--- src/rtl/core/nhsv_pkg.sv ---
`timescale 1ns / 1ps
// Shared types, constants and register indexes for the normalized HSV to RGB core.
// No dependencies.
package nhsv_pkg;

   localparam int SAMPLE_BITS       = 16;
   localparam int FRACTION_BITS_DEF = 16;
   localparam int IO_BITS           = 16;
   localparam int MODE_BITS         = 6;
   localparam int CONST_BITS        = 48;
   localparam int CSR_INDEX_BITS    = 4;
   localparam int CSR_DATA_BITS     = 48;
   localparam int NUM_LANES         = 3;
   localparam int QUEUE_DEPTH       = 2;

   localparam logic [CSR_INDEX_BITS-1:0] CSR_MODES    = 4'd0;
   localparam logic [CSR_INDEX_BITS-1:0] CSR_HUE_LOW  = 4'd1;
   localparam logic [CSR_INDEX_BITS-1:0] CSR_HUE_HIGH = 4'd2;
   localparam logic [CSR_INDEX_BITS-1:0] CSR_SAT_LOW  = 4'd3;
   localparam logic [CSR_INDEX_BITS-1:0] CSR_SAT_HIGH = 4'd4;
   localparam logic [CSR_INDEX_BITS-1:0] CSR_VAL_LOW  = 4'd5;
   localparam logic [CSR_INDEX_BITS-1:0] CSR_VAL_HIGH = 4'd6;
   localparam logic [CSR_INDEX_BITS-1:0] CSR_CONSTS   = 4'd7;

   // how a lane's fraction is formed once the item reaches the back end
   typedef enum logic [2:0] {
      KIND_DIV   = 3'd0,
      KIND_LOW   = 3'd1,
      KIND_HIGH  = 3'd2,
      KIND_EMPTY = 3'd3,
      KIND_CONST = 3'd4
   } kind_type;

   typedef struct packed {
      logic signed [SAMPLE_BITS-1:0] hue_sample;
      logic signed [SAMPLE_BITS-1:0] sat_sample;
      logic signed [SAMPLE_BITS-1:0] val_sample;
      logic                          last_in;
   } req_type;

   typedef struct packed {
      logic [IO_BITS-1:0] red;
      logic [IO_BITS-1:0] green;
      logic [IO_BITS-1:0] blue;
      logic               last_out;
   } rsp_type;

   typedef struct packed {
      kind_type               kind;
      logic                   invert;
      logic [IO_BITS-1:0]     cval;
      logic [SAMPLE_BITS-1:0] num;   // x - low, becomes the remainder in the divider
      logic [SAMPLE_BITS-1:0] den;   // high - low
   } lane_type;

   typedef struct packed {
      lane_type [NUM_LANES-1:0] lane;
      logic                     last;
   } work_type;

   typedef struct packed {
      logic full;
      logic empty;
   } queue_status_type;

endpackage

--- src/rtl/core/nhsv_front.sv ---
`timescale 1ns / 1ps
// Front end: configuration registers, item accept and per-channel classification.
// Depends on nhsv_pkg.
module nhsv_front (
   input  logic                                   clock,
   input  logic                                   reset,
   input  logic                                   start,
   output logic                                   busy,
   input  nhsv_pkg::req_type                      req_data,
   input  logic                                   csr_valid,
   input  logic [nhsv_pkg::CSR_INDEX_BITS-1:0]    csr_index,
   input  logic [nhsv_pkg::CSR_DATA_BITS-1:0]     csr_data,
   input  nhsv_pkg::queue_status_type             qstat,
   output logic                                   push,
   output nhsv_pkg::work_type                     work
);

   localparam int SB = nhsv_pkg::SAMPLE_BITS;
   localparam int NL = nhsv_pkg::NUM_LANES;

   logic [nhsv_pkg::MODE_BITS-1:0]  modes_ff;
   logic [nhsv_pkg::CONST_BITS-1:0] consts_ff;
   logic signed [SB-1:0]            low_ff  [NL];
   logic signed [SB-1:0]            high_ff [NL];

   logic               valid_ff, valid_in;
   nhsv_pkg::work_type work_ff, work_in;
   logic               accept;

   logic signed [SB-1:0] samp [NL];
   logic signed [SB:0]   dx   [NL];
   logic signed [SB:0]   dr   [NL];

   always_ff @(posedge clock) begin
      if (reset) begin
         modes_ff  <= '0;
         consts_ff <= '0;
         for (int i = 0; i < NL; i++) begin
            low_ff[i]  <= {1'b1, {(SB-1){1'b0}}};
            high_ff[i] <= {1'b0, {(SB-1){1'b1}}};
         end
      end else if (csr_valid) begin
         unique case (csr_index)
            nhsv_pkg::CSR_MODES:    modes_ff   <= csr_data[nhsv_pkg::MODE_BITS-1:0];
            nhsv_pkg::CSR_HUE_LOW:  low_ff[0]  <= csr_data[SB-1:0];
            nhsv_pkg::CSR_HUE_HIGH: high_ff[0] <= csr_data[SB-1:0];
            nhsv_pkg::CSR_SAT_LOW:  low_ff[1]  <= csr_data[SB-1:0];
            nhsv_pkg::CSR_SAT_HIGH: high_ff[1] <= csr_data[SB-1:0];
            nhsv_pkg::CSR_VAL_LOW:  low_ff[2]  <= csr_data[SB-1:0];
            nhsv_pkg::CSR_VAL_HIGH: high_ff[2] <= csr_data[SB-1:0];
            nhsv_pkg::CSR_CONSTS:   consts_ff  <= csr_data[nhsv_pkg::CONST_BITS-1:0];
            default: ;
         endcase
      end
   end

   assign samp[0] = req_data.hue_sample;
   assign samp[1] = req_data.sat_sample;
   assign samp[2] = req_data.val_sample;

   always_comb begin
      work_in      = work_ff;
      work_in.last = req_data.last_in;
      for (int i = 0; i < NL; i++) begin
         dx[i] = {samp[i][SB-1], samp[i]} - {low_ff[i][SB-1], low_ff[i]};
         dr[i] = {high_ff[i][SB-1], high_ff[i]} - {low_ff[i][SB-1], low_ff[i]};
         // both differences are below 2^SB whenever the lane divides
         work_in.lane[i].num    = dx[i][SB-1:0];
         work_in.lane[i].den    = dr[i][SB-1:0];
         work_in.lane[i].cval   = consts_ff[nhsv_pkg::IO_BITS*i +: nhsv_pkg::IO_BITS];
         work_in.lane[i].invert = modes_ff[2*i];
         if (modes_ff[2*i+1])
            work_in.lane[i].kind = nhsv_pkg::KIND_CONST;
         else if (high_ff[i] <= low_ff[i])
            work_in.lane[i].kind = nhsv_pkg::KIND_EMPTY;
         else if (samp[i] <= low_ff[i])
            work_in.lane[i].kind = nhsv_pkg::KIND_LOW;
         else if (samp[i] >= high_ff[i])
            work_in.lane[i].kind = nhsv_pkg::KIND_HIGH;
         else
            work_in.lane[i].kind = nhsv_pkg::KIND_DIV;
      end
   end

   assign busy     = valid_ff & qstat.full;
   assign accept   = start & ~busy;
   assign push     = valid_ff & ~qstat.full;
   assign valid_in = accept | (valid_ff & ~push);
   assign work     = work_ff;

   always_ff @(posedge clock) begin
      if (reset) begin
         valid_ff <= 1'b0;
      end else begin
         valid_ff <= valid_in;
      end
   end

   always_ff @(posedge clock) begin
      if (accept) begin
         work_ff <= work_in;
      end
   end

endmodule

--- config.mk ---
export PLATFORM = sky130hd
export DESIGN_NAME = nhsv_front
export DESIGN_NICKNAME = d
export VERILOG_FILES = /design/src/rtl/core/nhsv_pkg.sv /design/src/rtl/core/nhsv_front.sv
export SDC_FILE = /design/constraint.sdc
export NUM_CORES = 1
export LEC_CHECK = 0
export ABC_CLOCK_PERIOD_IN_PS = 8100
export BUFFER_PORTS_ARGS = -buffer_cell sky130_fd_sc_hd__buf_2
export CAP_MARGIN = 20
export CORE_MARGIN = 8
export CORE_UTILIZATION = 45
export DETAILED_ROUTE_END_ITERATION = 10
export GPL_TIMING_DRIVEN = 0
export PLACE_DENSITY = 0.73
export SLEW_MARGIN = 25
export SYNTH_ARGS = -nofsm -noshare
export SYNTH_HDL_FRONTEND = slang
export SYNTH_SLANG_ARGS = --single-unit
--- constraint.sdc ---
create_clock -name clock -period 8.1 [get_ports clock]
set_input_delay 0 -clock clock [delete_from_list [all_inputs] [get_ports clock]]
set_output_delay 0 -clock clock [all_outputs]
set_load 0.1 [all_outputs]
Word level (Yosys, flattened, before mapping)
Memory sizes are Yosys's and may differ from the RTL's. Cells that the tools add are included.

Bitwise gates (word level): 14. Equal/unequal tests: 7. Mux-type cells: 41. Reduce and logical (&&, ||, !) cells: 3. $add $sub $neg: 6. Magnitude comparators: 9.

Operator list (count): $le 16x16->1 (6); $mux 16 (6); $sub 16x16->16 (6); $ge 16x16->1 (3); $mux 1 (26); $mux 2 (9); $eq 4x3->1 const B (4); $eq 4x2->1 const B (2); $or 1x1->1 (7); $and 1x1->1 (4); $eq 4x1->1 const B (1); $logic_not 4->1 (1); $reduce_and 2->1 (2); $not 1->1 (3).

Output and inout bits: 159. Word-level logic and storage cells: 101. Memories: 2. Flip-flop bits (word level): 212. Input port bits: 107. Memory bits (writable): 96.

Memories: high_ff (words 3, bits a word 16, rd ports 3, clocked after memory_dff 0, write ports 3, RTL line nhsv_front.sv:24) `logic signed [SB-1:0] high_ff [NL];`; low_ff (words 3, bits a word 16, rd ports 3, clocked after memory_dff 0, write ports 3, RTL line nhsv_front.sv:23) `logic signed [SB-1:0] low_ff [NL];`.

Longest topological paths before layout
Gate-level depths: netlist (run 1).

Depth after elaboration: 6. Depth in mapped cells: 9. Mapped depth without buffers: 9.

Worst setup path after synthesis (run 1)
OpenSTA, ideal clock, no wires.

Kind: register to register. Start point: register valid_ff. End point: register work_ff, in the netlist work[0] (enable). Slack: -383 ps. Cell stages (with the launch flop): 3. Arrival: 7792 ps. Cell sequence: dfxtp_1 > and2_1 > nor2b_1.

Cells in the longest elaborated chain, start to end: 3.

RTL lines: start, declared (RTL line nhsv_front.sv:26) `logic valid_ff, valid_in;`; start signal, assigned (RTL line nhsv_front.sv:95) `valid_ff <= valid_in;`; $and 1x1->1 (RTL line nhsv_front.sv:85) `assign busy = valid_ff & qstat.full;`; named net busy (RTL line nhsv_front.sv:8) `output logic busy,`; $not 1->1 (RTL line nhsv_front.sv:86) `assign accept = start & ~busy;`; $and 1x1->1 (RTL line nhsv_front.sv:86); named net accept (RTL line nhsv_front.sv:28) `logic accept;`; end signal, assigned (RTL line nhsv_front.sv:101) `work_ff <= work_in;`; end, declared (RTL line nhsv_front.sv:27) `nhsv_pkg::work_type work_ff, work_in;`.

The timed path passes the listed nets, and every way through them passes these cells. A chain may end at the register's enable or synchronous reset.

==> flow_metrics.tcl, run 1 <==
set metrics [dict create \
    drv_slew 0 \
    powerDensity_mw_per_mm2 250 \
    tns_ns 0 \
    via_per_inst 5.44 \
    wl_per_cell_um 19.8 \
    crit_fanout 3 \
    finalHoldViolCount 0 \
    worstHoldEndpoint "work[18]$_DFFE_PP_" \
    reg2reg_slack_ns 5.19 \
    tightest_slew_ns 0.857 \
    postSynthCellCount 1437 \
    max_freq_ghz 0.344 \
    synth.top_cell.area_share_pct 47.5 \
    ys_warn_count 0 \
    fin_skew_ns 0.0165 \
    setup_violations 0 \
    synthArstFlopShare_pct 0 \
    start_kind "flip-flop" \
    rr_startpoint "low_ff[0][16]$_DFFE_PP_" \
    drt_wl_total_um 45100 \
    worst-path-buf-inv 0 \
    placeableCoreArea_mm2 0.0353 \
    outcome "finished clean" \
    finalCriticalPeriod_ns 2.91 \
    synth_nets 1694 \
    max_cap_viol_count 0 \
    busiest_layer "met2" \
    synth_seq_cells 308 \
    cts_sinks 308 \
    cts_max_level 2 \
    post_cts_buffers 0 \
    synth_edf_count 253 \
    max_stage_delay_ns 0.48 \
    insertion_delay_ns 0.53 \
    cts_buffers 36 \
    ant_nets 0 \
    fin_crit_sh_pct 35.9 \
    cp_top_family "compound AO/OA/AOI/OAI gates" \
    use_met3_pct 5.76 \
    slowest_stage "edfxtp_1" \
    grt_pass1_wl_um 68900 \
    synth_area_leaders "edfxtp_1, ha_1, dfxtp_1" \
    ioPinCount 266 \
    min_from "req_data[34]" \
    tritoncts "done" \
    power.leakage_nw 8.28 \
    remaining_drc_errors 0 \
    yosys.area.top_type "edfxtp_1" \
    die_area_mm2 0.0419 \
    rr_endpoint "work[65]$_DFFE_PP_" \
    clockRootBuffer "clkbuf_16" \
    grt.total_usage_pct 21.1 \
    clk_pin_slew_ns 0.06 \
    drt_iter0_drc 767 \
    rows 69 \
    rsz0062_at_grt "no" \
    finalNetCount 2054 \
    ys.flop_type "edfxtp_1" \
    cp-end-kind "flip-flop" \
    synth_area_per_cell_um2 11.1 \
    timing.slew.headroom_pct 42.4 \
    grt_max_degree 31 \
    area_delta_synth_final_pct 23.4 \
    vdd_drop_max_uv 186 \
    timing.hold.ws_ns 0.0338 \
    hpwlAfterDp_um 35000 \
    path_cells "ha_1 > fa_1 > nor2b_1 > o31a_1 > o21bai_1 > a31oi_1 > nor2_1 > a311oi_1" \
    clock_path_buffers 3 \
    overflow 0 \
    synthesis.area_mm2 0.0160 \
    yosysSeqAreaShare_pct 54.4 \
    cp_data_required_time_ns 8.36 \
    num_vias 12400 \
    synthDistinctLibCells 62 \
    die_w_um 205 \
    met2_usage_pct 35.1 \
    numPortBuffers 261 \
    hold_path.class "in2reg" \
    worstRegToRegCells 8 \
    arrival_ns 3.17 \
    grt_antenna_before_repair 1 \
    firstDrtPassIters 6 \
    gp_congestion 0.866 \
    chipHeight_um 205 \
    grt_use_met1_pct 26.1 \
    start_util_pct 45.3 \
    first_global_vias 12500 \
    cts_resized 0 \
    whs_path_depth 4 \
    worst-setup-path-type "reg2reg" \
    drive_gt1_share_pct 18.7 \
]
## worst reg2reg max path: stages, from the launching register on
cell and delay, ns:
edfxtp_1 0.48, ha_1 0.28, fa_1 0.41, nor2b_1 0.19
o31a_1 0.20, o21bai_1 0.13, a31oi_1 0.35, nor2_1 0.12
a311oi_1 0.47
## metrics by stage
stage | setup slack [ns] | instance area (um2) | total power, mW | cells | util (%)
floorplan | 2.63 | 16000 | 3.07 | 1437 | -
global placement | 1.36 | 17900 | 3.35 | 2159 | 50.7
detailed placement | 5.31 | 18100 | 3.37 | 2166 | 51.1
CTS | 5.28 | 19800 | 4.98 | 2283 | 55.9
global route | 5.03 | 19800 | 5.14 | 2284 | 55.9
finish | 5.19 | 19800 | 4.95 | 2284 | 55.9
## cell type report
type	count	area, um2
antenna	1	2.50
clock inverter	16	148
tap	461	577
inverter	132	495
multi-input combinational	966	6710
clock buffer	47	1000
timing repair buffer	322	2000
buffer	31	119
sequential	308	8700
fill	3025	15600
## worst max path at each step
stage / cells past startpoint / slack [ns] / from / end
after floorplan: 2 / 2.63 / valid_ff$_SDFF_PP0_ / work[0]$_DFFE_PP_
after global placement: 2 / 1.36 / valid_ff$_SDFF_PP0_ / work[82]$_DFFE_PP_
after detailed placement: 8 / 5.31 / low_ff[0][1]$_DFFE_PP_ / work[14]$_DFFE_PP_
after CTS: 8 / 5.28 / low_ff[0][16]$_DFFE_PP_ / work[65]$_DFFE_PP_
after global routing: 7 / 5.03 / low_ff[0][17]$_DFFE_PP_ / work[84]$_DFFE_PP_
final: 8 / 5.19 / low_ff[0][16]$_DFFE_PP_ / work[65]$_DFFE_PP_
## layer usage
metal | up-vias | routed length [um]
met2 | 476 | 21100
li1 | 5995 | -
met1 | 5868 | 18700
met3 | 85 | 3990
met5 | - | 0
met4 | 0 | 1320
## cells in the mapped netlist, types with 5 or more instances
| cell | instances |
|---|---|
| xor2_1 | 20 |
| a211oi_1 | 5 |
| ha_1 | 144 |
| nand2b_1 | 25 |
| nand4_1 | 24 |
| o21ai_0 | 59 |
| a21o_1 | 17 |
| a21boi_0 | 6 |
| o21bai_1 | 9 |
| clkbuf_1 | 26 |
| nand2_1 | 145 |
| nand3_1 | 29 |
| o31ai_1 | 8 |
| mux2i_1 | 10 |
| nor4_1 | 6 |
| or3_1 | 6 |
| and3_1 | 11 |
| o31a_1 | 12 |
| nor3_1 | 17 |
| xnor2_1 | 43 |
| a21oi_1 | 135 |
| fa_1 | 6 |
| o21a_1 | 23 |
| nand3b_1 | 5 |
| a211o_1 | 5 |
| nor2b_1 | 25 |
| edfxtp_1 | 253 |
| a31oi_1 | 13 |
| o211ai_1 | 13 |
| and2_1 | 18 |
| dfxtp_1 | 55 |
| nor2_1 | 72 |
| inv_1 | 132 |
## report_power, final
group | switching, mW | leakage (nW) | internal, mW
Clock | 0.642 | 0.562 | 0.941
Combinational | 1.09 | 4.79 | 0.348
Sequential | 0.0459 | 2.93 | 1.88
Total | 1.78 | 8.28 | 3.17
## timing repair
item / CTS / global route
hold buffers: 54 / 0
setup endpoints to repair: 0 / 0
endpoints found under the hold margin: 167 / 0
## layout by cell type, fill, tap and decap left out, types with 6 or more instances in the layout
cell type and n:
buf_2 263, edfxtp_1 253, nand2_1 145, ha_1 144
a21oi_1 135, inv_1 132, nor2_1 72, o21ai_0 59
dfxtp_1 55, dlygate4sd3_1 54, xnor2_1 43, clkbuf_16 38
clkbuf_1 33, nand3_1 29, nand2b_1 25, nor2b_1 24
nand4_1 24, o21a_1 23, xor2_1 20, and2_1 18
nor3_1 17, a21o_1 17, o211ai_1 13, a31oi_1 13
o31a_1 12, and3_1 11, mux2i_1 10, o21bai_1 8
o31ai_1 8, clkinv_2 7, a21boi_0 6, or3_1 6
fa_1 6
## flip-flops by register name, indices dropped and copies added, names as in the netlist
register,count
consts_ff,48
modes_ff,6
valid_ff,1
work,157
high_ff,48
low_ff,48
## cell families after synthesis
kind of cell / after synthesis / synth area share [%]
and+or+nand+nor: 394 / 11.9
AOI/OAI and AO/OA: 349 / 13.9
DFF: 308 / 54.4
buffers and inverters: 163 / 3.84
adders and majority gates: 150 / 12.0
xor gates and xnor gates: 63 / 3.45
muxes: 10 / 0.626
Note: power is estimated with default switching activity, not from simulation.
==> run 2, diff against run 1 <==
--- a/config.mk
+++ b/config.mk
@@ -5,14 +5,14 @@
 export SDC_FILE = /design/constraint.sdc
 export NUM_CORES = 1
 export LEC_CHECK = 0
-export ABC_CLOCK_PERIOD_IN_PS = 8100
+export ABC_CLOCK_PERIOD_IN_PS = 3000
 export BUFFER_PORTS_ARGS = -buffer_cell sky130_fd_sc_hd__buf_2
 export CAP_MARGIN = 20
 export CORE_MARGIN = 8
 export CORE_UTILIZATION = 45
 export DETAILED_ROUTE_END_ITERATION = 10
 export GPL_TIMING_DRIVEN = 0
-export PLACE_DENSITY = 0.73
+export PLACE_DENSITY = 0.7
 export SLEW_MARGIN = 25
 export SYNTH_ARGS = -nofsm -noshare
 export SYNTH_HDL_FRONTEND = slang
==> constraint.sdc (replaced) <==
create_clock -name clock -period 3 [get_ports clock]
set_input_delay 0 -clock clock [delete_from_list [all_inputs] [get_ports clock]]
set_output_delay 0 -clock clock [all_outputs]
set_load 0.1 [all_outputs]
==> run 2 against run 1 <==
  * Critical path depth unchanged
  * Global-route usage about the same
  * Final cell count about the same
  * Die area unchanged
  * Via count down 0.36%
  * Wire length down 0.51%
  * Sequential power rose to 2.7 times the previous value
  * Clock-buffer cell count up 3
  * Critical path type unchanged
==> flow_metrics.tcl, run 2 (synthesis gave the netlist of run 1 again) <==
set metrics [dict create \
    start_util_pct 45.3 \
    drt_wl_total_um 44900 \
    fin_area_mm2 0.0198 \
    combPwrFrac_pct 29.1 \
    grt_pass1_wl_um 69200 \
    first_global_vias 12600 \
    finalCriticalPeriod_ns 2.89 \
    tightest_slew_ns 0.957 \
    grt.total_usage_pct 21.1 \
    dp.cells 2166 \
    path_cells "ha_1 > fa_1 > nor2b_1 > o31a_1 > o21bai_1 > a31oi_1 > nor2_1 > a311oi_1" \
    setup_ws_ns 0.109 \
    arrival_ns 3.16 \
    hpwlAfterDp_um 35300 \
    drive_gt1_share_pct 18.9 \
    largest_reg_flops 157 \
    slowest_stage "a311oi_1" \
    drt_iter0_drc 874 \
    num_vias 12400 \
    vdd_drop_max_uv 521 \
    placed_area_mm2 0.0181 \
    swShare_pct 36.2 \
    post_cts_buffers 0 \
    wl_per_cell_um 19.7 \
    crit_fanout 3 \
    max_freq_ghz 0.346 \
    insertion_delay_ns 0.54 \
    drv_slew 0 \
    final_common_cell "buf_2" \
    finalNetCount 2051 \
    outcome "finished clean" \
    ant_nets 0 \
    rsz0062_at_grt "no" \
    finalHoldViolCount 0 \
    cp-end-kind "flip-flop" \
    num-fill-cells 2979 \
    timing.slew.headroom_pct 35.7 \
    placeableCoreArea_mm2 0.0353 \
    ioPinCount 266 \
    pre_cts_ws_ns 0.156 \
    clk_pin_slew_ns 0.06 \
    fin_skew_ns 0.0244 \
    reg2reg_slack_ns 0.11 \
    setup_violations 0 \
    via_per_inst 5.42 \
    firstDrtPassIters 7 \
    die_w_um 205 \
    grt_antenna_before_repair 4 \
    powerDensity_mw_per_mm2 678 \
    power.leakage_nw 8.27 \
    cts_buffers 35 \
    max_cap_viol_count 0 \
    clockRootBuffer "clkbuf_16" \
    die_area_mm2 0.0419 \
    cp_data_required_time_ns 3.27 \
    gp_congestion 0.880 \
    remaining_drc_errors 0 \
    layout_common_cells "buf_2, edfxtp_1, nand2_1" \
    p_int_mw 8.56 \
    max_stage_delay_ns 0.46 \
    worst-setup-path-type "reg2reg" \
    tritoncts "done" \
    chipHeight_um 205 \
    stdcell_count 2282 \
    p_switching_mw 4.85 \
    rows 69 \
    clkPwrFrac_pct 32.2 \
    hold_path.class "in2reg" \
    power_frac_seq_pct 38.7 \
    start_kind "flip-flop" \
    fin_crit_sh_pct 96.4 \
    overflow 0 \
    cts_max_level 2 \
    fin_util_pct 56.0 \
    numPortBuffers 261 \
    cts_sinks 308 \
    grt_max_degree 31 \
    area_delta_synth_final_pct 23.5 \
    timing.hold.ws_ns 0.0132 \
    clock_path_buffers 3 \
    insertedDiodeCount 0 \
]
[run 2: path summary, 6_finish.rpt]
path	cells after the start	endpoint	from
min	4	modes_ff[1]$_SDFFE_PP0P_	csr_index[1]
min reg2reg	0	work[38]$_DFFE_PP_	consts_ff[5]$_SDFFE_PP0P_
max reg2reg	8	work[13]$_DFFE_PP_	low_ff[0][0]$_DFFE_PP_
max	8	work[13]$_DFFE_PP_	low_ff[0][0]$_DFFE_PP_
[run 2: timing repair]
item / CTS / global route
hold endpoints to repair: 160 / 0
hold buffers: 52 / 0
setup endpoints to repair: 0 / 3
resized for setup: 0 / 3
[run 2: layout make-up]
type / count / area (um2) / share of cell area [%]
repair buffers: 320 / 1970 / 9.98
multi-input cells: 966 / 6720 / 34.0
clock inverters: 14 / 131 / 0.665
flip-flops and latches: 308 / 8700 / 44.0
clock buffers: 50 / 1050 / 5.30
well taps: 461 / 577 / 2.92
plain buffers: 31 / 119 / 0.601
inverters: 132 / 495 / 2.51
[run 2: metal layers]
layer / global-route usage (%) / wire length [um] / vias to the layer above
met2: 35.3 / 21200 / 430
met5: 0 / 37 / -
li1: - / - / 5993
met1: 26.0 / 18600 / 5877
met4: 5.12 / 857 / 8
met3: 6.96 / 4200 / 71
[run 2: power by group through the flow]
stage / registers (mW) / logic, mW / clock network (mW)
floorplan: 6.96 / 1.31 / 0
global placement: 5.29 / 3.75 / 0
detailed placement: 5.28 / 3.82 / 0
CTS: 5.20 / 3.89 / 4.39
global route: 5.22 / 4.15 / 4.58
finish: 5.19 / 3.90 / 4.32
[run 2: worst max-delay path: cells and delay by family, from the launching register on]
kind / cells / cell delay (ns)
AOI/OAI and AO/OA: 4 / 1.16
adders and majority gates: 2 / 0.70
DFF: 1 / 0.45
and+or+nand+nor: 2 / 0.32
[run 2: through the flow]
stage	TNS, ns	power [mW]
after floorplan	-52.21	8.28
after global placement	-186.80	9.04
after detailed placement	0	9.10
after CTS	0	13.5
after global routing	0	13.9
final	0	13.4
