<file path="config.mk">
export PLATFORM = sky130hd
export DESIGN_NAME = nhsv_queue
export DESIGN_NICKNAME = d
export VERILOG_FILES = /design/src/rtl/core/nhsv_pkg.sv /design/src/rtl/core/nhsv_queue.sv
export SDC_FILE = /design/constraint.sdc
export NUM_CORES = 1
export LEC_CHECK = 0
export ABC_AREA = 0
export BUFFER_PORTS_ARGS = -buffer_cell sky130_fd_sc_hd__buf_2
export CAP_MARGIN = 5
export CORE_MARGIN = 2
export CORE_UTILIZATION = 52
export CTS_CLUSTER_DIAMETER = 40
export DETAILED_ROUTE_END_ITERATION = 12
export PLACE_DENSITY_LB_ADDON = 0.15
export SYNTH_ARGS = -nofsm -noshare
export SYNTH_HDL_FRONTEND = slang
export SYNTH_SLANG_ARGS = --single-unit
</file>
<file path="constraint.sdc">
create_clock -name clock -period 11.9 [get_ports clock]
set_input_delay 2.38 -clock clock [delete_from_list [all_inputs] [get_ports clock]]
set_output_delay 2.38 -clock clock [all_outputs]
set_load 0.05 [all_outputs]
</file>
<file path="src/rtl/core/nhsv_pkg.sv">
`timescale 1ns / 1ps
// Shared types, constants and register indexes for the normalized HSV to RGB core.
// No dependencies.
package nhsv_pkg;

   localparam int SAMPLE_BITS       = 16;
   localparam int FRACTION_BITS_DEF = 16;
   localparam int IO_BITS           = 16;
   localparam int MODE_BITS         = 6;
   localparam int CONST_BITS        = 48;
   localparam int CSR_INDEX_BITS    = 4;
   localparam int CSR_DATA_BITS     = 48;
   localparam int NUM_LANES         = 3;
   localparam int QUEUE_DEPTH       = 2;

   localparam logic [CSR_INDEX_BITS-1:0] CSR_MODES    = 4'd0;
   localparam logic [CSR_INDEX_BITS-1:0] CSR_HUE_LOW  = 4'd1;
   localparam logic [CSR_INDEX_BITS-1:0] CSR_HUE_HIGH = 4'd2;
   localparam logic [CSR_INDEX_BITS-1:0] CSR_SAT_LOW  = 4'd3;
   localparam logic [CSR_INDEX_BITS-1:0] CSR_SAT_HIGH = 4'd4;
   localparam logic [CSR_INDEX_BITS-1:0] CSR_VAL_LOW  = 4'd5;
   localparam logic [CSR_INDEX_BITS-1:0] CSR_VAL_HIGH = 4'd6;
   localparam logic [CSR_INDEX_BITS-1:0] CSR_CONSTS   = 4'd7;

   // how a lane's fraction is formed once the item reaches the back end
   typedef enum logic [2:0] {
      KIND_DIV   = 3'd0,
      KIND_LOW   = 3'd1,
      KIND_HIGH  = 3'd2,
      KIND_EMPTY = 3'd3,
      KIND_CONST = 3'd4
   } kind_type;

   typedef struct packed {
      logic signed [SAMPLE_BITS-1:0] hue_sample;
      logic signed [SAMPLE_BITS-1:0] sat_sample;
      logic signed [SAMPLE_BITS-1:0] val_sample;
      logic                          last_in;
   } req_type;

   typedef struct packed {
      logic [IO_BITS-1:0] red;
      logic [IO_BITS-1:0] green;
      logic [IO_BITS-1:0] blue;
      logic               last_out;
   } rsp_type;

   typedef struct packed {
      kind_type               kind;
      logic                   invert;
      logic [IO_BITS-1:0]     cval;
      logic [SAMPLE_BITS-1:0] num;   // x - low, becomes the remainder in the divider
      logic [SAMPLE_BITS-1:0] den;   // high - low
   } lane_type;

   typedef struct packed {
      lane_type [NUM_LANES-1:0] lane;
      logic                     last;
   } work_type;

   typedef struct packed {
      logic full;
      logic empty;
   } queue_status_type;

endpackage

</file>
<file path="src/rtl/core/nhsv_queue.sv">
`timescale 1ns / 1ps
// Short item queue between the front and back ends.
// Depends on nhsv_pkg.
module nhsv_queue #(
   parameter int DEPTH = nhsv_pkg::QUEUE_DEPTH
) (
   input  logic                       clock,
   input  logic                       reset,
   input  logic                       push,
   input  nhsv_pkg::work_type         push_data,
   input  logic                       pop,
   output nhsv_pkg::work_type         pop_data,
   output nhsv_pkg::queue_status_type status
);

   localparam int PW = (DEPTH > 1) ? $clog2(DEPTH) : 1;
   localparam int CW = $clog2(DEPTH + 1);

   nhsv_pkg::work_type slot_ff [DEPTH];
   logic [PW-1:0]      wr_ptr_ff, wr_ptr_in, rd_ptr_ff, rd_ptr_in;
   logic [CW-1:0]      count_ff, count_in;

   function automatic logic [PW-1:0] next_ptr(logic [PW-1:0] p);
      logic [PW-1:0] r;
      if (p == PW'(DEPTH - 1))
         r = '0;
      else
         r = p + 1'b1;
      return r;
   endfunction

   assign status.full  = (count_ff == CW'(DEPTH));
   assign status.empty = (count_ff == '0);
   assign pop_data     = slot_ff[rd_ptr_ff];

   always_comb begin
      wr_ptr_in = push ? next_ptr(wr_ptr_ff) : wr_ptr_ff;
      rd_ptr_in = pop  ? next_ptr(rd_ptr_ff) : rd_ptr_ff;
      count_in  = count_ff;
      if (push && !pop)
         count_in = count_ff + 1'b1;
      else if (pop && !push)
         count_in = count_ff - 1'b1;
   end

   always_ff @(posedge clock) begin
      if (reset) begin
         wr_ptr_ff <= '0;
         rd_ptr_ff <= '0;
         count_ff  <= '0;
      end else begin
         wr_ptr_ff <= wr_ptr_in;
         rd_ptr_ff <= rd_ptr_in;
         count_ff  <= count_in;
      end
   end

   always_ff @(posedge clock) begin
      if (push) begin
         slot_ff[wr_ptr_ff] <= push_data;
      end
   end

`ifndef SYNTHESIS
   a_no_overflow: assert property (@(posedge clock) disable iff (reset)
      !(push && status.full && !pop)) else $error("queue overflow");
   a_no_underflow: assert property (@(posedge clock) disable iff (reset)
      !(pop && status.empty)) else $error("queue underflow");
   a_count_bound: assert property (@(posedge clock) disable iff (reset)
      count_ff <= CW'(DEPTH)) else $error("queue count out of range");
`endif

endmodule

</file>
=== Yosys cells after proc, flatten, opt, wreduce, memory -nomap -nowiden ===
Memories as Yosys holds them, arrays and structs flattened. A register that Yosys moved wholly into a read port is not among the register bits.
Cells that the tools add are included.

* Add/sub/neg operators: 4
* Multiply operators: 0
* Divide/modulo/power cells: 0
* $lt $le $gt $ge: 0
* Equality and inequality tests: 1
* Shifts and indexed selects: 0
* Muxes and demuxes: 8
* Bitwise gates (word level): 0
* Reductions and logical operators: 6

{| class="wikitable"
|+ Operators with widths
! operator !! count
|-
| 2-to-1 mux 1 bit || 6
|-
| 2-to-1 mux 2 bit || 2
|-
| adder 1 bit, second input constant || 2
|-
| adder 2 x 1 -> 2 bit, second input constant || 1
|-
| == test 2 bit, second input constant || 1
|-
| logical AND 1 bit || 2
|-
| logical NOT 1 bit || 2
|-
| logical NOT 2 bit || 1
|-
| nonzero test 2 bit || 1
|-
| subtractor 2 x 1 -> 2 bit, second input constant || 1
|}

* Flip-flop bits (word level): 4
* Bits in latches: 0
* Bits in writable memories: 314
* ROM bits: 0
* Bits of input ports: 161
* Output and inout bits: 159
* Word-level logic and storage cells: 23
* Memories: 1

{| class="wikitable"
|+ Memory list
! name !! words !! bits a word !! read ports !! clocked after Yosys merged registers in !! write ports !! RTL line !! RTL
|-
| slot_ff || 2 || 157 || 1 || 1 || 1 || nhsv_queue.sv:19 || <nowiki>nhsv_pkg::work_type slot_ff [DEPTH];</nowiki>
|}

=== Depth between registers and ports, before layout ===
Gate-level depths: netlist of run 1.

* Word-level depth: 4
* Gate-level depth with buffers: 5
* Depth with buffers taken out: 5

=== Worst setup path before layout of run 1 ===
No wires, ideal clock.

* Path type: input -> register
* From: in push
* To: mem slot_ff[0][0] (netlist name), enable pin
* Setup time: 695 ps
* Arrival time: 9167 ps
* Required time: 11205 ps
* Setup slack: 2038 ps
* Stages on the path: 1
* Buffers on the path: 0
* Cell sequence: nor2b_1

* Word-level cells in the longest chain between the ends: 2

{| class="wikitable"
|+ RTL lines
! item !! RTL line !! RTL
|-
| start: declaration || nhsv_queue.sv:9 || <nowiki>input logic push,</nowiki>
|-
| 2-to-1 mux 1 bit || nhsv_queue.sv:59 || <nowiki>if (push) begin</nowiki>
|-
| 2-to-1 mux 1 bit (not written as such) || nhsv_queue.sv:60 || <nowiki>slot_ff[wr_ptr_ff] <= push_data;</nowiki>
|-
| end: declaration || nhsv_queue.sv:19 ||
|}

Every way passes these cells.

==> impl_metrics.env, run 1 <==
export IMPL_outcome="complete, no violations"
export IMPL_maxCapViolations=0
export IMPL_io_pins=320
export IMPL_p_leak_nw=5.54
export IMPL_finalHoldViolations=0
export IMPL_cts_tree="built"
export IMPL_finalSetupTns_ns=0
export IMPL_drive_above_1_share_pct=61.3
export IMPL_drt_total_wl_um=22500
export IMPL_setup_viol=0
export IMPL_final_period_utilization_pct=47.0
export IMPL_avgSynthCellArea_um2=22.7
export IMPL_synth_nets=672
export IMPL_clock_sinks=319
export IMPL_clock_path_buffers=3
export IMPL_synth_cell_types=16
export IMPL_clk_latency_ns=0.50
export IMPL_synth_area_leader_cell="edfxtp_1"
export IMPL_ys_ff_latch=319
export IMPL_start_util_pct=53.0
export IMPL_die_w_um=153
export IMPL_dp_hpwl_um=15000
export IMPL_netlist_area_um2=11600
export IMPL_overflow=0
export IMPL_placed_area_um2=13400
export IMPL_grt_usage_pct=18.6
export IMPL_htree_levels=2
export IMPL_required_ns=9.52
export IMPL_tightest_slew_ns=1.12
export IMPL_place_ws_ns=6.80
export IMPL_final_nets=1019
export IMPL_timing_worst_setup_path_type="reg2out"
export IMPL_die_area_um2=23500
export IMPL_area_delta_synth_final_pct=27.0
export IMPL_synth_top_area_share_pct=81.5
export IMPL_root_buffer="clkbuf_16"
export IMPL_slew_violations=0
export IMPL_hold_class="reg2reg"
export IMPL_row_count=54
export IMPL_first_iter_violations=271
export IMPL_fp_dieH_um=153
export IMPL_p_per_area_nw_per_um2=199
export IMPL_drtPass1Iterations=4
export IMPL_start_kind="register"
export IMPL_via_per_inst=5.05
export IMPL_grt_max_degree=83
export IMPL_core_area_um2=21800
export IMPL_fin_skew_ns=0.00682
export IMPL_endpoint_kind="output pin"
export IMPL_antenna_left=0
export IMPL_fin_util_pct=67.3
export IMPL_r2r_start="wr_ptr_ff"
export IMPL_cts_resized_gates=0
export IMPL_grt_pass1_vias=6223
export IMPL_worst_slack_ns=6.31
export IMPL_arrival_ns=3.21
export IMPL_grt_pass1_wl_um=33500
export IMPL_cp_max_fo=82
export IMPL_postCtsHoldBufs=0
export IMPL_yosysWarnings=0
export IMPL_fmaxAchievable_mhz=179
export IMPL_finalPower_mw=2.92
export IMPL_fillCellCount=1504
export IMPL_antenna_found_initial=7
export IMPL_ys_top_cells_by_area="edfxtp_1 81%, mux2_2 15%, buf_6 1.3%"
export IMPL_design_area_um2=14700
export IMPL_seq_area_frac_synth_pct=82.3
export IMPL_portBuffers=319
export IMPL_cts_buffers=38
export IMPL_vdd_drop_max_mv=0.138
export IMPL_maxSlewHeadroom_pct=25.2
export IMPL_vias=5912
export IMPL_post_cts_buffers=0
export IMPL_synthCells=510
export IMPL_period_minus_slack_ns=5.59
export IMPL_gp_congestion=0.769
export IMPL_route_detailed_drc=0
export IMPL_rsz0062_at_grt="false"
export IMPL_clk_pin_slew_ns=0.06
export IMPL_wire_per_inst_um=19.2
export IMPL_min_delay_start="rd_ptr_ff"
==> final timing paths <==
check | to | slack, ns | cells past startpoint
hold reg to reg | register | 0.51 | 2
hold / removal | register | 0.51 | 2
setup / recovery | pop_data[141] | 6.31 | 3
setup reg to reg | slot_ff[1][121] | 8.99 | 3
==> where the power goes <==
group | internal, mW | leakage (nW) | switching (mW)
Sequential | 1.31 | 2.99 | 0.0249
Combinational | 0.121 | 1.92 | 0.317
Clock | 0.719 | 0.626 | 0.427
Total | 2.15 | 5.54 | 0.769
==> kinds of logic (layout without fill, tap and decap cells) <==
kind of cell	Yosys count	in the layout	share of synthesized area [%]
buf+inv	18	394	1.51
simple gates	9	9	0.378
flops	319	319	82.3
fa+ha+maj	1	1	0.108
xor+xnor	4	4	0.303
other cells	0	5	0
mux	157	157	15.3
compound gates	2	2	0.0864
==> cells in the mapped netlist <==
library cell  number
inv_1              1
nor2b_1            2
nor2_1             5
or3_1              1
mux2_2           157
edfxtp_1         314
buf_4              2
ha_1               1
buf_6             13
and2_1             1
xor2_1             2
o21ai_0            1
xnor2_1            2
dfxtp_1            5
a21oi_1            1
buf_2              2
==> sequential cells by signal, summed over array words and instances, names as in the netlist, named ones only <==
name / flops
count_ff: 2
slot_ff: 314
rd_ptr_ff: 1
wr_ptr_ff: 1
==> layer usage <==
layer / part of all wire, % / vias up / global-route usage [%]
li1: - / 2752 / -
met1: 36 / 2866 / 21.0
met2: 52 / 234 / 32.9
met3: 8.3 / 56 / 5.84
met4: 3.1 / 4 / 7.45
met5: 0.11 / - / 0
==> final cells by class <==
cell class	count	area, um^2	area share (%)
Antenna cell	5	12.5	0.0851
Inverter	1	3.75	0.0255
Timing Repair Buffer	324	1630	11.1
Tap cell	280	350	2.38
Clock buffer	48	1050	7.16
Sequential cell	319	9530	64.9
Clock inverter	21	233	1.58
Multi-Input combinational cell	173	1880	12.8
==> stage by stage <==
step           instances  hold slack, ns
2_1_floorplan        510           0.461
4_1_cts             1166           0.510
3_5_place_dp        1097           0.494
3_3_place_gp        1097           0.480
6_report            1171           0.511
5_1_grt             1169           0.554
==> critical path: stages, from the launching register on <==
cell	delay (ns)
dfxtp_4	0.98
buf_4	0.90
mux2_2	0.44
buf_2	0.22
==> layout by cell type, fill, tap and decap left out, drive strengths merged <==
| cell type | n |
|---|---|
| a21oi | 1 |
| and2 | 1 |
| buf | 324 |
| bufinv | 4 |
| clkbuf | 48 |
| clkinv | 10 |
| clkinvlp | 2 |
| dfxtp | 5 |
| diode | 5 |
| edfxtp | 314 |
| ha | 1 |
| inv | 6 |
| mux2 | 157 |
| nor2 | 5 |
| nor2b | 2 |
| o21ai | 1 |
| or3 | 1 |
| xnor2 | 2 |
| xor2 | 2 |
Power figures use the tool's default switching activity.
==> inputs of run 2 (changes only) <==
--- a/config.mk
+++ b/config.mk
@@ -5,7 +5,7 @@
 export SDC_FILE = /design/constraint.sdc
 export NUM_CORES = 1
 export LEC_CHECK = 0
-export ABC_AREA = 0
+export ABC_AREA = 1
 export BUFFER_PORTS_ARGS = -buffer_cell sky130_fd_sc_hd__buf_2
 export CAP_MARGIN = 5
 export CORE_MARGIN = 2
==> constraint.sdc (replaced) <==
create_clock -name clock -period 5.35 [get_ports clock]
set_input_delay 1.07 -clock clock [delete_from_list [all_inputs] [get_ports clock]]
set_output_delay 1.07 -clock clock [all_outputs]
set_load 0.05 [all_outputs]
==> impl_metrics.env, run 2 <==
export IMPL_p_int_mw=4.69
export IMPL_synth_top_area_share_pct=81.3
export IMPL_avgSynthCellArea_um2=22.3
export IMPL_clkPwrFrac_pct=38.8
export IMPL_endpoint_kind="output pin"
export IMPL_wl_met3_um=1980
export IMPL_grt_pass1_wl_um=34500
export IMPL_maxSlewHeadroom_pct=38.9
export IMPL_cts_resized_gates=0
export IMPL_yosysWarnings=0
export IMPL_drtPass1Iterations=4
export IMPL_yosys_cell_count_top_type="edfxtp_1"
export IMPL_netlist_area_um2=11600
export IMPL_finalSetupTns_ns=0
export IMPL_grt_pass1_vias=6457
export IMPL_clock_sinks=319
export IMPL_p_leak_nw=5.53
export IMPL_wl_met2_um=11600
export IMPL_synth_main_ff_cell="edfxtp_1"
export IMPL_top_regs="slot_ff (314), count_ff (2)"
export IMPL_slew_violations=0
export IMPL_post_cts_buffers=0
export IMPL_power_switching_mw=1.63
export IMPL_arrival_ns=2.45
export IMPL_r2r_start="wr_ptr_ff"
export IMPL_synth_area_leader_cell="edfxtp_1"
export IMPL_final_cell_mix="319 x buf_2, 314 x edfxtp_1, 157 x mux2_2, 39 x clkbuf_16"
export IMPL_fin_skew_ns=0.00997
export IMPL_overflow=0
export IMPL_timing_worst_setup_path_type="reg2out"
export IMPL_grt_max_degree=145
export IMPL_required_ns=4.28
export IMPL_rsz0062_at_grt="false"
export IMPL_first_iter_violations=306
export IMPL_antenna_left=0
export IMPL_largest_reg_flops=314
export IMPL_regMostFlops="slot_ff"
export IMPL_cts_tree="built"
export IMPL_fillCellCount=1489
export IMPL_synthCells=521
export IMPL_clk_latency_ns=0.50
export IMPL_drt_total_wl_um=22700
export IMPL_start_kind="register"
export IMPL_tightest_slew_ns=0.916
export IMPL_synth_nets=683
export IMPL_route_detailed_drc=0
export IMPL_htree_levels=2
export IMPL_synth_cell_types=16
export IMPL_die_w_um=153
export IMPL_start_util_pct=53.1
export IMPL_antenna_found_initial=5
export IMPL_hold_class="reg2reg"
export IMPL_via_per_inst=5.07
export IMPL_comb_power_share_pct=14.6
export IMPL_p_seq_share_pct=46.6
export IMPL_path_buf_inv=2
export IMPL_grt_usage_pct=19.0
export IMPL_area_delta_synth_final_pct=26.7
export IMPL_final_period_utilization_pct=65.8
export IMPL_ys_top_cells_by_area="edfxtp_1 81%, mux2_2 15%, buf_6 1.3%"
export IMPL_synth_common_cells="314 x edfxtp_1, 157 x mux2_2, 13 x buf_6"
export IMPL_vdd_drop_max_mv=0.298
export IMPL_final_common_cell="buf_2"
export IMPL_switching_share_pct=25.8
export IMPL_row_count=54
export IMPL_drive_above_1_share_pct=60.1
export IMPL_gp_congestion=0.807
export IMPL_cts_buffers=37
export IMPL_die_area_um2=23500
export IMPL_final_nets=1029
export IMPL_finalPower_mw=6.31
export IMPL_dp_hpwl_um=15100
export IMPL_finalHoldViolations=0
export IMPL_crit_family="flip-flops"
export IMPL_ys_ff_latch=319
export IMPL_maxCapViolations=0
export IMPL_wl_met1_um=8390
export IMPL_crit_path_cell_trace="buf_4 -> mux2_2 -> buf_2"
export IMPL_period_minus_slack_ns=3.52
export IMPL_portBuffers=319
export IMPL_min_delay_start="rd_ptr_ff"
export IMPL_clock_path_buffers=3
export IMPL_cp_max_fo=54
export IMPL_p_per_area_nw_per_um2=430
export IMPL_max_stage_delay_ns=0.82
export IMPL_fp_dieH_um=153
export IMPL_wire_per_inst_um=19.2
export IMPL_vias=5978
export IMPL_crit_slowest_cell="dfxtp_4"
export IMPL_postCtsHoldBufs=0
export IMPL_clk_pin_slew_ns=0.06
export IMPL_topRoutingLayerUsed="met5"
export IMPL_setup_viol=0
export IMPL_io_pins=320
export IMPL_fmaxAchievable_mhz=284
export IMPL_outcome="complete, no violations"
export IMPL_seq_area_frac_synth_pct=82.2
export IMPL_root_buffer="clkbuf_16"
export IMPL_core_area_um2=21800
export IMPL_async_flop_share_pct=0
export IMPL_synth_edff_count=314
==> run 2: metrics by stage <==
| stage | cell area [um^2] | hold WS, ns | util (%) | setup WS [ns] | instances |
|---|---|---|---|---|---|
| 2_1_floorplan | 11600 | 0.480 | - | 0.669 | 521 |
| 3_3_place_gp | 13400 | 0.501 | 61.6 | 2.35 | 1108 |
| 3_5_place_dp | 13400 | 0.504 | 61.6 | 2.33 | 1108 |
| 4_1_cts | 14700 | 0.528 | 67.2 | 1.78 | 1175 |
| 5_1_grt | 14700 | 0.577 | 67.3 | 1.69 | 1177 |
| 6_report | 14700 | 0.521 | 67.3 | 1.83 | 1180 |
==> run 2: layer usage <==
metal | global-route usage (%) | vias up
met1 | 21.8 | 2901
met4 | 7.23 | 2
met5 | 0 | -
met2 | 32.7 | 251
met3 | 6.66 | 51
li1 | - | 2773
==> run 2: layout make-up <==
type	instances	area [um^2]	area share, %
clock buffer	47	1010	6.85
sequential	319	9530	64.9
timing repair buffer	324	1660	11.3
clock inverter	20	219	1.49
tap	280	350	2.39
multi-input combinational	176	1870	12.7
antenna	5	12.5	0.0852
inverter	9	38.8	0.264
==> run 2: cell families after synthesis <==
logic type	count (synthesis)	share of synthesized area [%]
and+or+nand+nor	15	0.529
buffers and inverters	26	1.77
xor gates and xnor gates	1	0.0756
adders and majority gates	1	0.108
AOI/OAI and AO/OA	2	0.0862
muxes	157	15.2
DFF	319	82.2
==> run 2: final timing paths <==
kind / cells after the start / slack, ns / to
min reg2reg: 2 / 0.52 / rd_ptr_ff
max reg2reg: 3 / 3.19 / slot_ff[1][137]
max: 3 / 1.83 / pop_data[101]
min: 2 / 0.52 / rd_ptr_ff
==> run 2: tightest hold or removal path: cells and delay by family, from the launching register on <==
family / cells / cell delay (ns)
xor+xnor: 1 / 0.08
flops: 1 / 0.32
simple gates: 1 / 0.08
==> run 2: power groups by stage <==
stage / combinational, mW / sequential (mW) / clock [mW]
after detailed placement: 0.926 / 3.00 / 0
after global routing: 0.963 / 2.96 / 2.61
final: 0.920 / 2.94 / 2.45
after global placement: 0.912 / 2.99 / 0
after CTS: 0.930 / 2.95 / 2.51
after floorplan: 0.717 / 2.98 / 0
==> inputs of run 3 (changes only) <==
--- a/config.mk
+++ b/config.mk
@@ -5,7 +5,7 @@
 export SDC_FILE = /design/constraint.sdc
 export NUM_CORES = 1
 export LEC_CHECK = 0
-export ABC_AREA = 1
+export ABC_AREA = 0
 export BUFFER_PORTS_ARGS = -buffer_cell sky130_fd_sc_hd__buf_2
 export CAP_MARGIN = 5
 export CORE_MARGIN = 2
==> constraint.sdc (replaced) <==
create_clock -name clock -period 3.6 [get_ports clock]
set_input_delay 0.72 -clock clock [delete_from_list [all_inputs] [get_ports clock]]
set_output_delay 0.72 -clock clock [all_outputs]
set_load 0.05 [all_outputs]
==> impl_metrics.env, run 3 (synthesized netlist as in run 1, its figures left out) <==
export IMPL_htree_levels=2
export IMPL_power_switching_mw=2.56
export IMPL_via_per_inst=5.07
export IMPL_fp_dieH_um=153
export IMPL_gp_congestion=0.765
export IMPL_reg2reg_setup_slack_ns=1.80
export IMPL_outcome="complete, no violations"
export IMPL_final_period_utilization_pct=75.1
export IMPL_grt_pass1_wl_um=33900
export IMPL_row_count=54
export IMPL_die_w_um=153
export IMPL_drt_total_wl_um=22600
export IMPL_regMostFlops="slot_ff"
export IMPL_overflow=0
export IMPL_rsz0062_at_grt="false"
export IMPL_portBuffers=319
export IMPL_fmaxAchievable_mhz=370
export IMPL_crit_slowest_cell="mux2_2"
export IMPL_final_common_cell="buf_2"
export IMPL_final_nets=1019
export IMPL_dp_hpwl_um=14600
export IMPL_largest_reg_flops=314
export IMPL_clk_pin_slew_ns=0.06
export IMPL_post_cts_buffers=0
export IMPL_core_area_um2=21800
export IMPL_path_buf_inv=2
export IMPL_grt_max_degree=93
export IMPL_period_minus_slack_ns=2.70
export IMPL_wire_per_inst_um=19.3
export IMPL_comb_power_share_pct=15.7
export IMPL_clk_latency_ns=0.50
export IMPL_fin_skew_ns=0.0121
export IMPL_antenna_found_initial=7
export IMPL_top_regs="slot_ff (314), count_ff (2)"
export IMPL_hold_worst_slack_ns=0.404
export IMPL_maxSlewHeadroom_pct=34.6
export IMPL_placed_area_um2=13500
export IMPL_io_pins=320
export IMPL_clock_sinks=319
export IMPL_vias=5936
export IMPL_grt_usage_pct=18.6
export IMPL_cp_max_fo=92
export IMPL_first_iter_violations=316
export IMPL_start_util_pct=53.0
export IMPL_fillCellCount=1491
export IMPL_postCtsHoldBufs=0
export IMPL_root_buffer="clkbuf_16"
export IMPL_register_area_um2=9530
export IMPL_antenna_left=0
export IMPL_cts_tree="built"
export IMPL_drtPass1Iterations=4
export IMPL_area_delta_synth_final_pct=27.1
export IMPL_slew_violations=0
export IMPL_clock_path_buffers=3
export IMPL_required_ns=2.88
export IMPL_p_int_mw=6.96
export IMPL_die_area_um2=23500
export IMPL_setup_viol=0
export IMPL_fin_util_pct=67.4
export IMPL_cts_buffers=37
export IMPL_switching_share_pct=26.9
export IMPL_arrival_ns=1.98
export IMPL_vdd_drop_max_mv=0.399
export IMPL_cts_resized_gates=0
export IMPL_p_per_area_nw_per_um2=647
export IMPL_finalSetupTns_ns=0
export IMPL_finalHoldViolations=0
export IMPL_route_detailed_drc=0
export IMPL_timing_worst_setup_path_type="reg2out"
export IMPL_crit_family="buffers and inverters"
export IMPL_design_area_um2=14700
export IMPL_p_leak_nw=5.53
export IMPL_grt_pass1_vias=6341
export IMPL_max_stage_delay_ns=0.42
export IMPL_tightest_slew_ns=0.982
export IMPL_crit_path_cell_trace="buf_12 -> mux2_2 -> buf_2"
export IMPL_hold_class="in2reg"
export IMPL_multi_input_area_um2=1880
export IMPL_p_seq_share_pct=46.1
export IMPL_maxCapViolations=0
export IMPL_start_kind="register"
export IMPL_clkPwrFrac_pct=38.2
export IMPL_endpoint_kind="output pin"
export IMPL_finalPower_mw=9.52
export IMPL_drive_above_1_share_pct=61.2
export IMPL_final_cell_mix="319 x buf_2, 314 x edfxtp_1, 157 x mux2_2, 39 x clkbuf_16, 6 x clkinv_4"
-- run 3: changes by cell type in the layout (fill, tap and decap cells not counted), moves of 2 or more --
cell / previous run / this run
inv_1: 8 / 1
clkinv_4: 2 / 6
xor2_1: 0 / 2
nand2_1: 5 / 0
buf_12: 2 / 5
clkbuf_1: 8 / 5
buf_4: 3 / 1
-- run 3: worst register-to-register path, delay by kind of cell, from the launching register on --
kind | cells | cell delay (ns)
flip-flops | 1 | 0.42
buffers and inverters | 1 | 0.40
AND/OR/NAND/NOR | 1 | 0.60
-- run 3: power by group through the flow --
stage	Combinational, mW	Sequential [mW]	Clock [mW]
6_report	1.49	4.39	3.64
5_1_grt	1.56	4.41	3.88
4_1_cts	1.51	4.39	3.72
3_5_place_dp	1.50	4.47	0
3_3_place_gp	1.48	4.45	0
2_1_floorplan	1.13	4.46	0
-- run 3: final timing paths --
kind	startpoint	endpoint	cells past startpoint
hold reg to reg	count_ff[1]	count_ff[1]	2
hold / removal	push_data[90]	slot_ff[1][90]	1
setup reg to reg	wr_ptr_ff	slot_ff[1][122]	2
setup / recovery	register	pop_data[109]	3
-- run 3: stage by stage --
stage,instances,worst slack [ns]
floorplan,510,0.0917
global placement,1098,1.42
detailed placement,1098,1.34
CTS,1165,0.883
global route,1169,0.820
finish,1171,0.896
-- run 3: final cells by class --
| class | instances | area share [%] |
|---|---|---|
| Tap cell | 280 | 2.38 |
| Multi-Input combinational cell | 173 | 12.8 |
| Antenna cell | 6 | 0.102 |
| Clock buffer | 44 | 6.76 |
| Sequential cell | 319 | 64.8 |
| Inverter | 1 | 0.0255 |
| Timing Repair Buffer | 325 | 11.6 |
| Clock inverter | 23 | 1.58 |
-- run 3: layer usage --
metal	vias up	track usage [%]	part of all wire (%)
met1	2915	21.5	38
met4	4	6.53	2.3
li1	2743	-	-
met3	40	6.49	8.4
met2	234	32.3	51
met5	-	0	0.12
